$ cat config.mk
export PLATFORM = sky130hd
export DESIGN_NAME = tccs_ctrl
export DESIGN_NICKNAME = d
export VERILOG_FILES = /design/src/tccs_pkg.sv /design/src/tccs_ctrl.sv
export SDC_FILE = /design/constraint.sdc
export NUM_CORES = 1
export LEC_CHECK = 0
export BUFFER_PORTS_ARGS = -buffer_cell sky130_fd_sc_hd__clkbuf_2
export CAP_MARGIN = 20
export CORE_AREA = 8 8 45 47
export DETAILED_ROUTE_END_ITERATION = 7
export DIE_AREA = 0 0 53 55
export PLACE_DENSITY = 0.74
export SETUP_SLACK_MARGIN = 0.2
export SYNTH_ARGS = -nofsm -noshare
export SYNTH_HDL_FRONTEND = slang
export SYNTH_SLANG_ARGS = --single-unit
export TNS_END_PERCENT = 20
$ cat constraint.sdc
create_clock -name clk -period 2.8 [get_ports clk]
set_input_delay 0.42 -clock clk [delete_from_list [all_inputs] [get_ports clk]]
set_output_delay 0.42 -clock clk [all_outputs]
set_load 0.01 [all_outputs]
$ cat src/tccs_pkg.sv
// Shared types and codes for the text console cursor/scroll unit.
package tccs_pkg;

    // Operation codes
    localparam logic [1:0] OP_PUT  = 2'd0;
    localparam logic [1:0] OP_SET  = 2'd1;
    localparam logic [1:0] OP_READ = 2'd2;

    // Character codes
    localparam logic [7:0] CH_NUL   = 8'd0;
    localparam logic [7:0] CH_TAB   = 8'd9;
    localparam logic [7:0] CH_NL    = 8'd10;
    localparam logic [7:0] CH_SPACE = 8'd32;

    // One request
    typedef struct packed {
        logic [1:0]  op;
        logic [7:0]  char_code;
        logic [10:0] position;
    } in_item_t;

    // One result
    typedef struct packed {
        logic [10:0] cursor_pos;
        logic [7:0]  cell_char;
        logic        scrolled;
    } out_item_t;

    // Controller to datapath
    typedef struct packed {
        logic accept;       // capture request, clear scroll flag
        logic put_step;     // write one byte at cursor and advance
        logic newline;      // move cursor to next row start
        logic set_start;    // load saturated position as cursor and operand
        logic mod_step;     // register reciprocal-multiply quotients
        logic mod_fin1;     // store column and tab phase
        logic mod2_start;   // load row start as remainder operand
        logic mod_fin2;     // store row-start tab phase
        logic read_issue;   // read addressed cell
        logic sweep_start;  // start a scroll sweep
        logic sweep_step;   // one sweep cell
        logic scroll_done;  // cursor to last row, flag scroll
        logic out_load;     // load output register
    } cmd_t;

    // Datapath to controller
    typedef struct packed {
        logic [1:0] op;
        logic       is_nul;
        logic       is_nl;
        logic       is_tab;
        logic       nl_end;      // newline reaches screen end
        logic       step_end;    // advance reaches screen end
        logic       phase_wrap;  // advance reaches a tab stop
        logic       sweep_end;
        logic       out_free;
    } sts_t;

endpackage

$ cat src/tccs_ctrl.sv
// Controller state machine of the text console unit.
module tccs_ctrl (
    input  logic           clk,
    input  logic           rst_n,
    input  logic           in_valid,
    output logic           in_ready,
    output tccs_pkg::cmd_t cmd,
    input  tccs_pkg::sts_t sts
);
    import tccs_pkg::*;

    localparam logic [3:0] S_CLEAR  = 4'd0;
    localparam logic [3:0] S_IDLE   = 4'd1;
    localparam logic [3:0] S_DECODE = 4'd2;
    localparam logic [3:0] S_PUT    = 4'd3;
    localparam logic [3:0] S_MOD1   = 4'd4;
    localparam logic [3:0] S_MOD2S  = 4'd5;
    localparam logic [3:0] S_MOD2   = 4'd6;
    localparam logic [3:0] S_RDWAIT = 4'd7;
    localparam logic [3:0] S_SCROLL = 4'd8;
    localparam logic [3:0] S_FINISH = 4'd9;
    localparam logic [3:0] S_MOD3   = 4'd10;

    logic [3:0] state_reg;
    logic [3:0] state_next;

    // State register
    always_ff @(posedge clk or negedge rst_n)
    begin
        if (!rst_n)
        begin
            state_reg <= S_CLEAR;
        end
        else
        begin
            state_reg <= state_next;
        end
    end

    assign in_ready = (state_reg == S_IDLE);

    // Next state and commands
    always_comb
    begin
        state_next = state_reg;
        cmd        = '0;
        case (state_reg)
            S_CLEAR:
            begin
                cmd.sweep_step = 1'b1;
                if (sts.sweep_end)
                begin
                    state_next = S_IDLE;
                end
            end
            S_IDLE:
            begin
                if (in_valid)
                begin
                    cmd.accept = 1'b1;
                    state_next = S_DECODE;
                end
            end
            S_DECODE:
            begin
                case (sts.op)
                    OP_PUT:
                    begin
                        if (sts.is_nul)
                        begin
                            state_next = S_FINISH;
                        end
                        else if (sts.is_nl)
                        begin
                            if (sts.nl_end)
                            begin
                                cmd.sweep_start = 1'b1;
                                state_next      = S_SCROLL;
                            end
                            else
                            begin
                                cmd.newline = 1'b1;
                                state_next  = S_FINISH;
                            end
                        end
                        else
                        begin
                            state_next = S_PUT;
                        end
                    end
                    OP_SET:
                    begin
                        cmd.set_start = 1'b1;
                        state_next    = S_MOD1;
                    end
                    OP_READ:
                    begin
                        cmd.read_issue = 1'b1;
                        state_next     = S_RDWAIT;
                    end
                    default:
                    begin
                        state_next = S_FINISH;
                    end
                endcase
            end
            S_PUT:
            begin
                cmd.put_step = 1'b1;
                if (sts.step_end)
                begin
                    cmd.sweep_start = 1'b1;
                    state_next      = S_SCROLL;
                end
                else if (!sts.is_tab || sts.phase_wrap)
                begin
                    state_next = S_FINISH;
                end
            end
            // Quotients of the cursor
            S_MOD1:
            begin
                cmd.mod_step = 1'b1;
                state_next   = S_MOD2S;
            end
            // Column and phase; row start becomes the operand
            S_MOD2S:
            begin
                cmd.mod_fin1   = 1'b1;
                cmd.mod2_start = 1'b1;
                state_next     = S_MOD2;
            end
            // Quotient of the row start
            S_MOD2:
            begin
                cmd.mod_step = 1'b1;
                state_next   = S_MOD3;
            end
            S_MOD3:
            begin
                cmd.mod_fin2 = 1'b1;
                state_next   = S_FINISH;
            end
            S_RDWAIT:
            begin
                state_next = S_FINISH;
            end
            S_SCROLL:
            begin
                cmd.sweep_step = 1'b1;
                if (sts.sweep_end)
                begin
                    cmd.scroll_done = 1'b1;
                    state_next      = S_FINISH;
                end
            end
            S_FINISH:
            begin
                if (sts.out_free)
                begin
                    cmd.out_load = 1'b1;
                    state_next   = S_IDLE;
                end
            end
            default:
            begin
                state_next = S_IDLE;
            end
        endcase
    end

endmodule

== Yosys cells after proc, flatten, opt, wreduce, memory -nomap -nowiden ==
Cells that the tools add are included.

* Register bits after elaboration: 4
* Bits in latches: 0
* Memory bits (writable): 0
* ROM bits: 0
* Bits of input ports: 13
* Output and inout port bits: 14
* Word-level logic and storage cells: 62
* Memories kept: 0

* Add/subtract/negate cells: 0
* Multipliers: 0
* Divide/modulo/power cells: 0
* Order comparisons: 0
* Eq/ne operators: 17
* Shifts and indexed selects: 0
* Multiplexer cells: 36
* Bitwise logic cells: 0
* Reduce and logical (&&, ||, !) cells: 8

{| class="wikitable"
|+ Operators with widths
! operator !! count
|-
| 4-bit case mux with 10 select lines || 1
|-
| 4-bit 2-to-1 mux || 8
|-
| 1-bit 2-to-1 mux || 23
|-
| 4-bit by 3-bit equality test with 1-bit output (second input constant) || 4
|-
| 4-bit equality test (second input constant) || 3
|-
| 4-bit case mux with 3 select lines || 1
|-
| 4-bit by 2-bit equality test with 1-bit output (second input constant) || 2
|-
| 2-bit inequality test (second input constant) || 4
|-
| 2-bit OR reduction || 3
|-
| 5-bit AND reduction || 1
|-
| 4-bit by 1-bit equality test with 1-bit output (second input constant) || 1
|-
| 4-bit zero test || 1
|-
| 2-bit 2-to-1 mux || 2
|-
| 3-bit inequality test (second input constant) || 1
|-
| 2-bit by 1-bit equality test with 1-bit output (second input constant) || 1
|-
| 2-bit equality test (second input constant) || 1
|-
| 2-bit zero test || 1
|-
| 1-bit case mux with 2 select lines || 1
|-
| 1-bit zero test || 1
|-
| 1-bit logical OR || 1
|}

== Longest topological paths before layout ==
Gate-level depths: netlist (run 1).

* Depth in word-level cells: 5
* Gate-level depth with buffers: 6
* Depth with buffers taken out: 6

== Worst setup path before layout (run 1) ==
OpenSTA, ideal clock, no wires.

* Path kind: reg-to-output
* Start: register state_reg[0]
* End: output cmd[10] (netlist bit)
* Arrival: 1.239 ns
* Data required time: 2.380 ns
* Path slack: 1.141 ns
* Cell stages (with the launch flop): 5
* Buffers on the path: 0
* Cell sequence: dfrtp_1 > and2b_1 > nand3_1 > nor3b_1 > nor2b_1

{| class="wikitable"
|+ RTL lines
! item !! line !! text
|-
| start, declared || tccs_ctrl.sv:24 || <nowiki>logic [3:0] state_reg;</nowiki>
|-
| start signal, assigned || tccs_ctrl.sv:36 || <nowiki>state_reg <= state_next;</nowiki>
|-
| end, declared || tccs_ctrl.sv:7 || <nowiki>output tccs_pkg::cmd_t cmd,</nowiki>
|}

==> flow_summary.ini, run 1 <==
[status]
status = complete, no violations

[setup_path]
endpoint_kind = primary output
arrival_ns = 1.82
critical_path_class = reg -> out
path_depth = 5
crit_family = simple AND/OR/NAND/NOR gates
cp.required_ns = 2.38
worstSetupStartpointType = flop
crit_slowest_cell = dfrtp_1
crit_start = state_reg[0]
crit_chain = and2b_1, nand3_1, nor3b_1, nor2b_1, clkbuf_2
cp_num_buf_inv = 1
reg2reg_slack_ns = 1.18
cpPeakStageDelay_ns = 0.53
rr_worst_depth = 4
cp-endpoint = cmd[10]
reg2reg_to = state_reg[3]
path_max_fanout = 16
r2r_start = state_reg[2]

[detailed_routing]
viasPerCell = 5.35
drt_pass1_iterations = 4
wl_mm = 1.54
vias = 599
wl_per_cell_microns = 13.7
drtIter0Drc = 6
drc = 0
ant_nets = 0

[placed_design]
post-place-ws_ns = 0.808
portBuffers = 26
gp_congestion = 0.780
dpl.hpwl_mm = 1.23
place_inst = 108
placed_cell_area_sq_um = 683

[finish]
nets = 115
drive_gt1_share_pct = 36.5
largest_reg_flops = 4
fin_cells = 112
multi_input_area_sq_um = 422
regArea_sq_um = 100
syn_to_final_growth_pct = 26.3
fin_area_sq_um = 716
fill_cells = 142
n_antenna_cell = 0

[grt]
antenna_found_initial = 0
grt_pass1_vias = 635
met3_usage_pct = 2.67
grt_pass1_wl_mm = 2.65
grt_use_total_pct = 11.4
grtUsageMet1_pct = 14.2
grt_use_met2_pct = 18.4
busiest_layer = met2
globalRouteOverflowTotal = 0
grt_max_degree = 17

[power_and_ir_drop]
p_leak_nw = 0.379
peakVddDrop_uv = 283
powerDensity_nw_per_um2 = 837

[floorplan]
ioPinCount = 27
dieArea_sq_um = 2920
die_y_microns = 55
core_sq_um = 1380
rows = 14
die_x_microns = 53
start_util_pct = 41.0

[clock_network]
clock_latency_ns = 0.23
cts_buffer_depth = 2
cts_setup_buffers = 0
cts_buffers = 3
cts_tree = done
clockRootBuffer = clkbuf_4
cts_hold_buf = 1
cts_sinks = 4
clk_pin_slew_ns = 0.04
post_cts_resized = 0
htree_num_levels = 1

[timing]
rsz0062_at_grt = false
tightest_slew_ns = 0.526
finalSetupViolCount = 0
hold_viol_final = 0
relSlewSlack_pct = 65.0
setup_ws_ns = 0.560
min_period_ns = 2.24
clock_skew_ns = 0.00196
hold_slack_ns = 0.528
fin_tns_setup_ns = 0
drv_slew = 0
fmaxAchievable_mhz = 446
post-route-period-util_pct = 80.0

[synthesis]
synthFlopType = dfrtp_1
ys_async_sr_fraction_pct = 100
netlist_instances = 71
synth-warning-count = 0
synthDistinctLibCells = 37
synth_seq_area_share_pct = 17.7
synth-edff-count = 0
syn_area_sq_um = 567
syn_nets = 88
syn_avg_cell_area_sq_um = 7.98
ys_ff_latch = 4

[run]
maxCapViolations = 0

[min_path]
worstHoldPathType = in -> async
[routing by layer]
layer  wire, microns  vias to the layer above  share of wire (%)
met5               0                        -                  0
met4              16                        0                1.0
met3             151                        2                9.8
met2             664                       27                 43
met1             707                      263                 46
li1                -                      307                  -
[worst min path at each step]
stage | from | endpoint | cells past startpoint
2_1_floorplan | rst_n | state_reg[0] | 0
3_3_place_gp | rst_n | state_reg[3] | 1
3_5_place_dp | rst_n | state_reg[3] | 1
4_1_cts | rst_n | state_reg[3] | 2
5_1_grt | sts[5] | state_reg[1] | 3
6_report | rst_n | state_reg[3] | 2
[power breakdown]
part	total (mW)	leakage [nW]	switching, mW	internal (mW)
clock network	0.0687	0.0138	0.0209	0.0478
logic	0.350	0.314	0.171	0.179
registers	0.180	0.0515	0.0972	0.0830
[Yosys cell counts (2+ instances only)]
library cell,n,area (sq um)
nor2_1,9,33.8
o21ai_0,3,15.0
nor3_1,3,15.0
o31ai_1,2,15.0
and3_1,5,31.3
buf_2,3,15.0
nor3b_1,3,22.5
inv_1,3,11.3
ha_1,4,50.1
nand2b_1,2,12.5
dfrtp_1,4,100
nor2b_1,5,31.3
[cell families (layout without fill, tap and decap cells)]
logic type	after synthesis	in the layout	synth area share, %
AOI/OAI and AO/OA	15	15	19.2
adders and majority gates	4	4	8.83
buffers and inverters	8	33	7.95
and+or+nand+nor	38	38	42.6
muxes	2	2	3.75
DFF	4	4	17.7
[worst reg2reg max path: cells and delay by family, from the launching register on]
family	cells	cell delay, ns
DFF	1	0.56
and+or+nand+nor	3	0.72
AOI/OAI and AO/OA	1	0.22
[per-stage QoR]
step,utilization [%],power [mW]
6_report,51.7,0.599
2_1_floorplan,-,0.438
3_3_place_gp,49.4,0.524
5_1_grt,51.7,0.659
4_1_cts,51.7,0.601
3_5_place_dp,49.4,0.530
[layout by cell type, fill, tap and decap left out, types with 2 or more instances in the layout]
cell type,Yosys,final
and3_1,5,5
inv_1,3,3
nand2b_1,2,2
nor2_1,9,9
clkbuf_2,0,26
o21ai_0,3,3
dfrtp_1,4,4
ha_1,4,4
nor3b_1,3,3
nor2b_1,5,5
nor3_1,3,3
o31ai_1,2,2
clkbuf_4,0,3
[layout make-up]
type	instances	area share (%)
Timing Repair Buffer	27	19.6
Multi-Input combinational cell	59	58.9
Inverter	3	1.57
Clock buffer	3	3.15
Sequential cell	4	14.0
Tap cell	16	2.80
Power figures use the tool's default switching activity.
==> run 2, diff against run 1 <==
Settings changed: ABC_AREA from default to 1.
Clock period 2.8 ns to 2.2 ns, I/O delays scaled along.
==> run 2 against run 1 <==
Die area did not move. Sequential share of layout area fell by 0.52 points. Critical path depth rose by 1. Combinational power rose by 50%. Critical path type unchanged.
==> flow_summary.ini, run 2 <==
[detailed_routing]
drt_pass1_iterations = 4
vias = 668
drtIter0Drc = 13
wl_per_cell_microns = 10.9
ant_nets = 0
wl_mm = 1.53
drc = 0
viasPerCell = 4.77

[setup_path]
rr_worst_depth = 8
r2r_start = state_reg[1]
path_max_fanout = 6
arrival_ns = 1.48
worstSetupStartpointType = flop
endpoint_kind = primary output
reg2reg_to = state_reg[3]
critical_path_class = reg -> out
reg2reg_slack_ns = 0.82
cp.required_ns = 1.87

[grt]
globalRouteOverflowTotal = 0
grt_max_degree = 7
grt_use_total_pct = 11.7
grt_pass1_wl_mm = 2.57
antenna_found_initial = 0
grt_pass1_vias = 637

[placed_design]
place_inst = 136
gp_congestion = 0.847
post-place-ws_ns = 0.642
portBuffers = 26
dpl.hpwl_mm = 1.37

[timing]
fmaxAchievable_mhz = 552
setup_ws_ns = 0.388
clock_skew_ns = 0.000213
drv_slew = 0
post-route-period-util_pct = 82.4
min_period_ns = 1.81
rsz0062_at_grt = false
tightest_slew_ns = 0.244
hold_viol_final = 0
fin_tns_setup_ns = 0
finalSetupViolCount = 0
relSlewSlack_pct = 83.6

[run]
maxCapViolations = 0

[clock_network]
cts_hold_buf = 1
post_cts_resized = 0
cts_sinks = 4
cts_buffer_depth = 2
clockRootBuffer = clkbuf_4
cts_tree = done
cts_setup_buffers = 0
clk_pin_slew_ns = 0.04
clock_latency_ns = 0.24
cts_buffers = 3
htree_num_levels = 1

[synthesis]
synthAdderAreaFrac_pct = 8.81
syn_avg_cell_area_sq_um = 5.98
yosysTopAreaCellShare_pct = 17.6
ys_ff_latch = 4
syn_nets = 112
synthFlopType = dfrtp_1
synth-compound-area-share_pct = 9.25
synth-xor-area-share_pct = 0
syn_area_sq_um = 568
ys_async_sr_fraction_pct = 100
synth_top_family_by_area = simple AND/OR/NAND/NOR gates
yosysTopAreaCell = dfrtp_1
synth_seq_area_share_pct = 17.6
synthSimpleGateAreaFrac_pct = 47.4
synth-warning-count = 0
synth-edff-count = 0
netlist_instances = 95
synthDistinctLibCells = 24
synth_common_cells = inv_1, nand2_1, nor2_1, nand3_1, o21ai_0
synth_area_leaders = dfrtp_1, inv_1, nand2_1, ha_1, nor2_1
muxShareOfSynthArea_pct = 0

[finish]
syn_to_final_growth_pct = 30.8
drive_gt1_share_pct = 32.3
layout_commonest_cell = clkbuf_2
fin_cells = 140
n_antenna_cell = 0
largest_reg_flops = 4
layout_common_cells = clkbuf_2, inv_1, nand2_1
nets = 143

[floorplan]
start_util_pct = 41.0
die_y_microns = 55
core_sq_um = 1380
die_x_microns = 53
ioPinCount = 27
dieArea_sq_um = 2920
rows = 14

[min_path]
min_path_cells = 4
timing.hold.worst_endpoint = state_reg[1]
hold_start = sts[2]
worstHoldPathType = in -> reg

[power_and_ir_drop]
powerDensity_nw_per_um2 = 1050
p_leak_nw = 0.439
peakVddDrop_uv = 369

[status]
status = complete, no violations
## run 2: worst max-delay path, stage by stage (launching register included)
cell and delay (ns):
dfrtp_1 0.45, nor2_4 0.17, inv_4 0.06, nor2_4 0.13, nand2_1 0.09, nor4_1 0.16, clkbuf_2 0.18
## run 2: metal layers
metal	routed length, microns	vias to the layer above	GRT usage, %	part of all wire, %
met5	0	-	0	0
met4	26	0	7.76	1.7
met3	141	3	3.21	9.2
met2	741	25	21.1	48
met1	618	282	11.5	40
li1	-	358	-	-
## run 2: cells by family after synthesis
group	count (synthesis)
simple gates	53
fa+ha+maj	4
flops	4
compound gates	10
buf+inv	24
## run 2: how the worst max path moves through the flow
stage                     slack, ns         start       to  depth (start not counted)
after floorplan                0.68  state_reg[2]  cmd[10]                          5
after global placement         0.66  state_reg[2]  cmd[10]                          6
after detailed placement       0.64  state_reg[2]  cmd[10]                          6
after CTS                      0.38  state_reg[2]  cmd[10]                          6
after global routing           0.25  state_reg[2]  cmd[10]                          6
final                          0.39  state_reg[2]  cmd[10]                          6
## run 2: layout make-up
class	count	area (sq um)
fillers	149	641
multi-input cells	67	372
repair buffers	27	140
flip-flops and latches	4	100
inverters	23	88.8
clock buffers	3	22.5
well taps	16	20.0
## run 2: report_power, final
part	total (mW)	leakage [nW]	switching, mW	internal (mW)
registers	0.159	0.0514	0.0508	0.108
logic	0.526	0.374	0.338	0.187
clock network	0.0952	0.0138	0.0339	0.0613
## run 2: through the flow
step / utilization (%) / power, mW / hold slack [ns] / instance area (sq um)
floorplan: - / 0.539 / 0.0344 / 568
global placement: 51.4 / 0.677 / 0.139 / 711
detailed placement: 51.4 / 0.687 / 0.139 / 711
CTS: 53.7 / 0.784 / 0.384 / 743
global route: 53.7 / 0.854 / 0.396 / 743
finish: 53.7 / 0.780 / 0.377 / 743
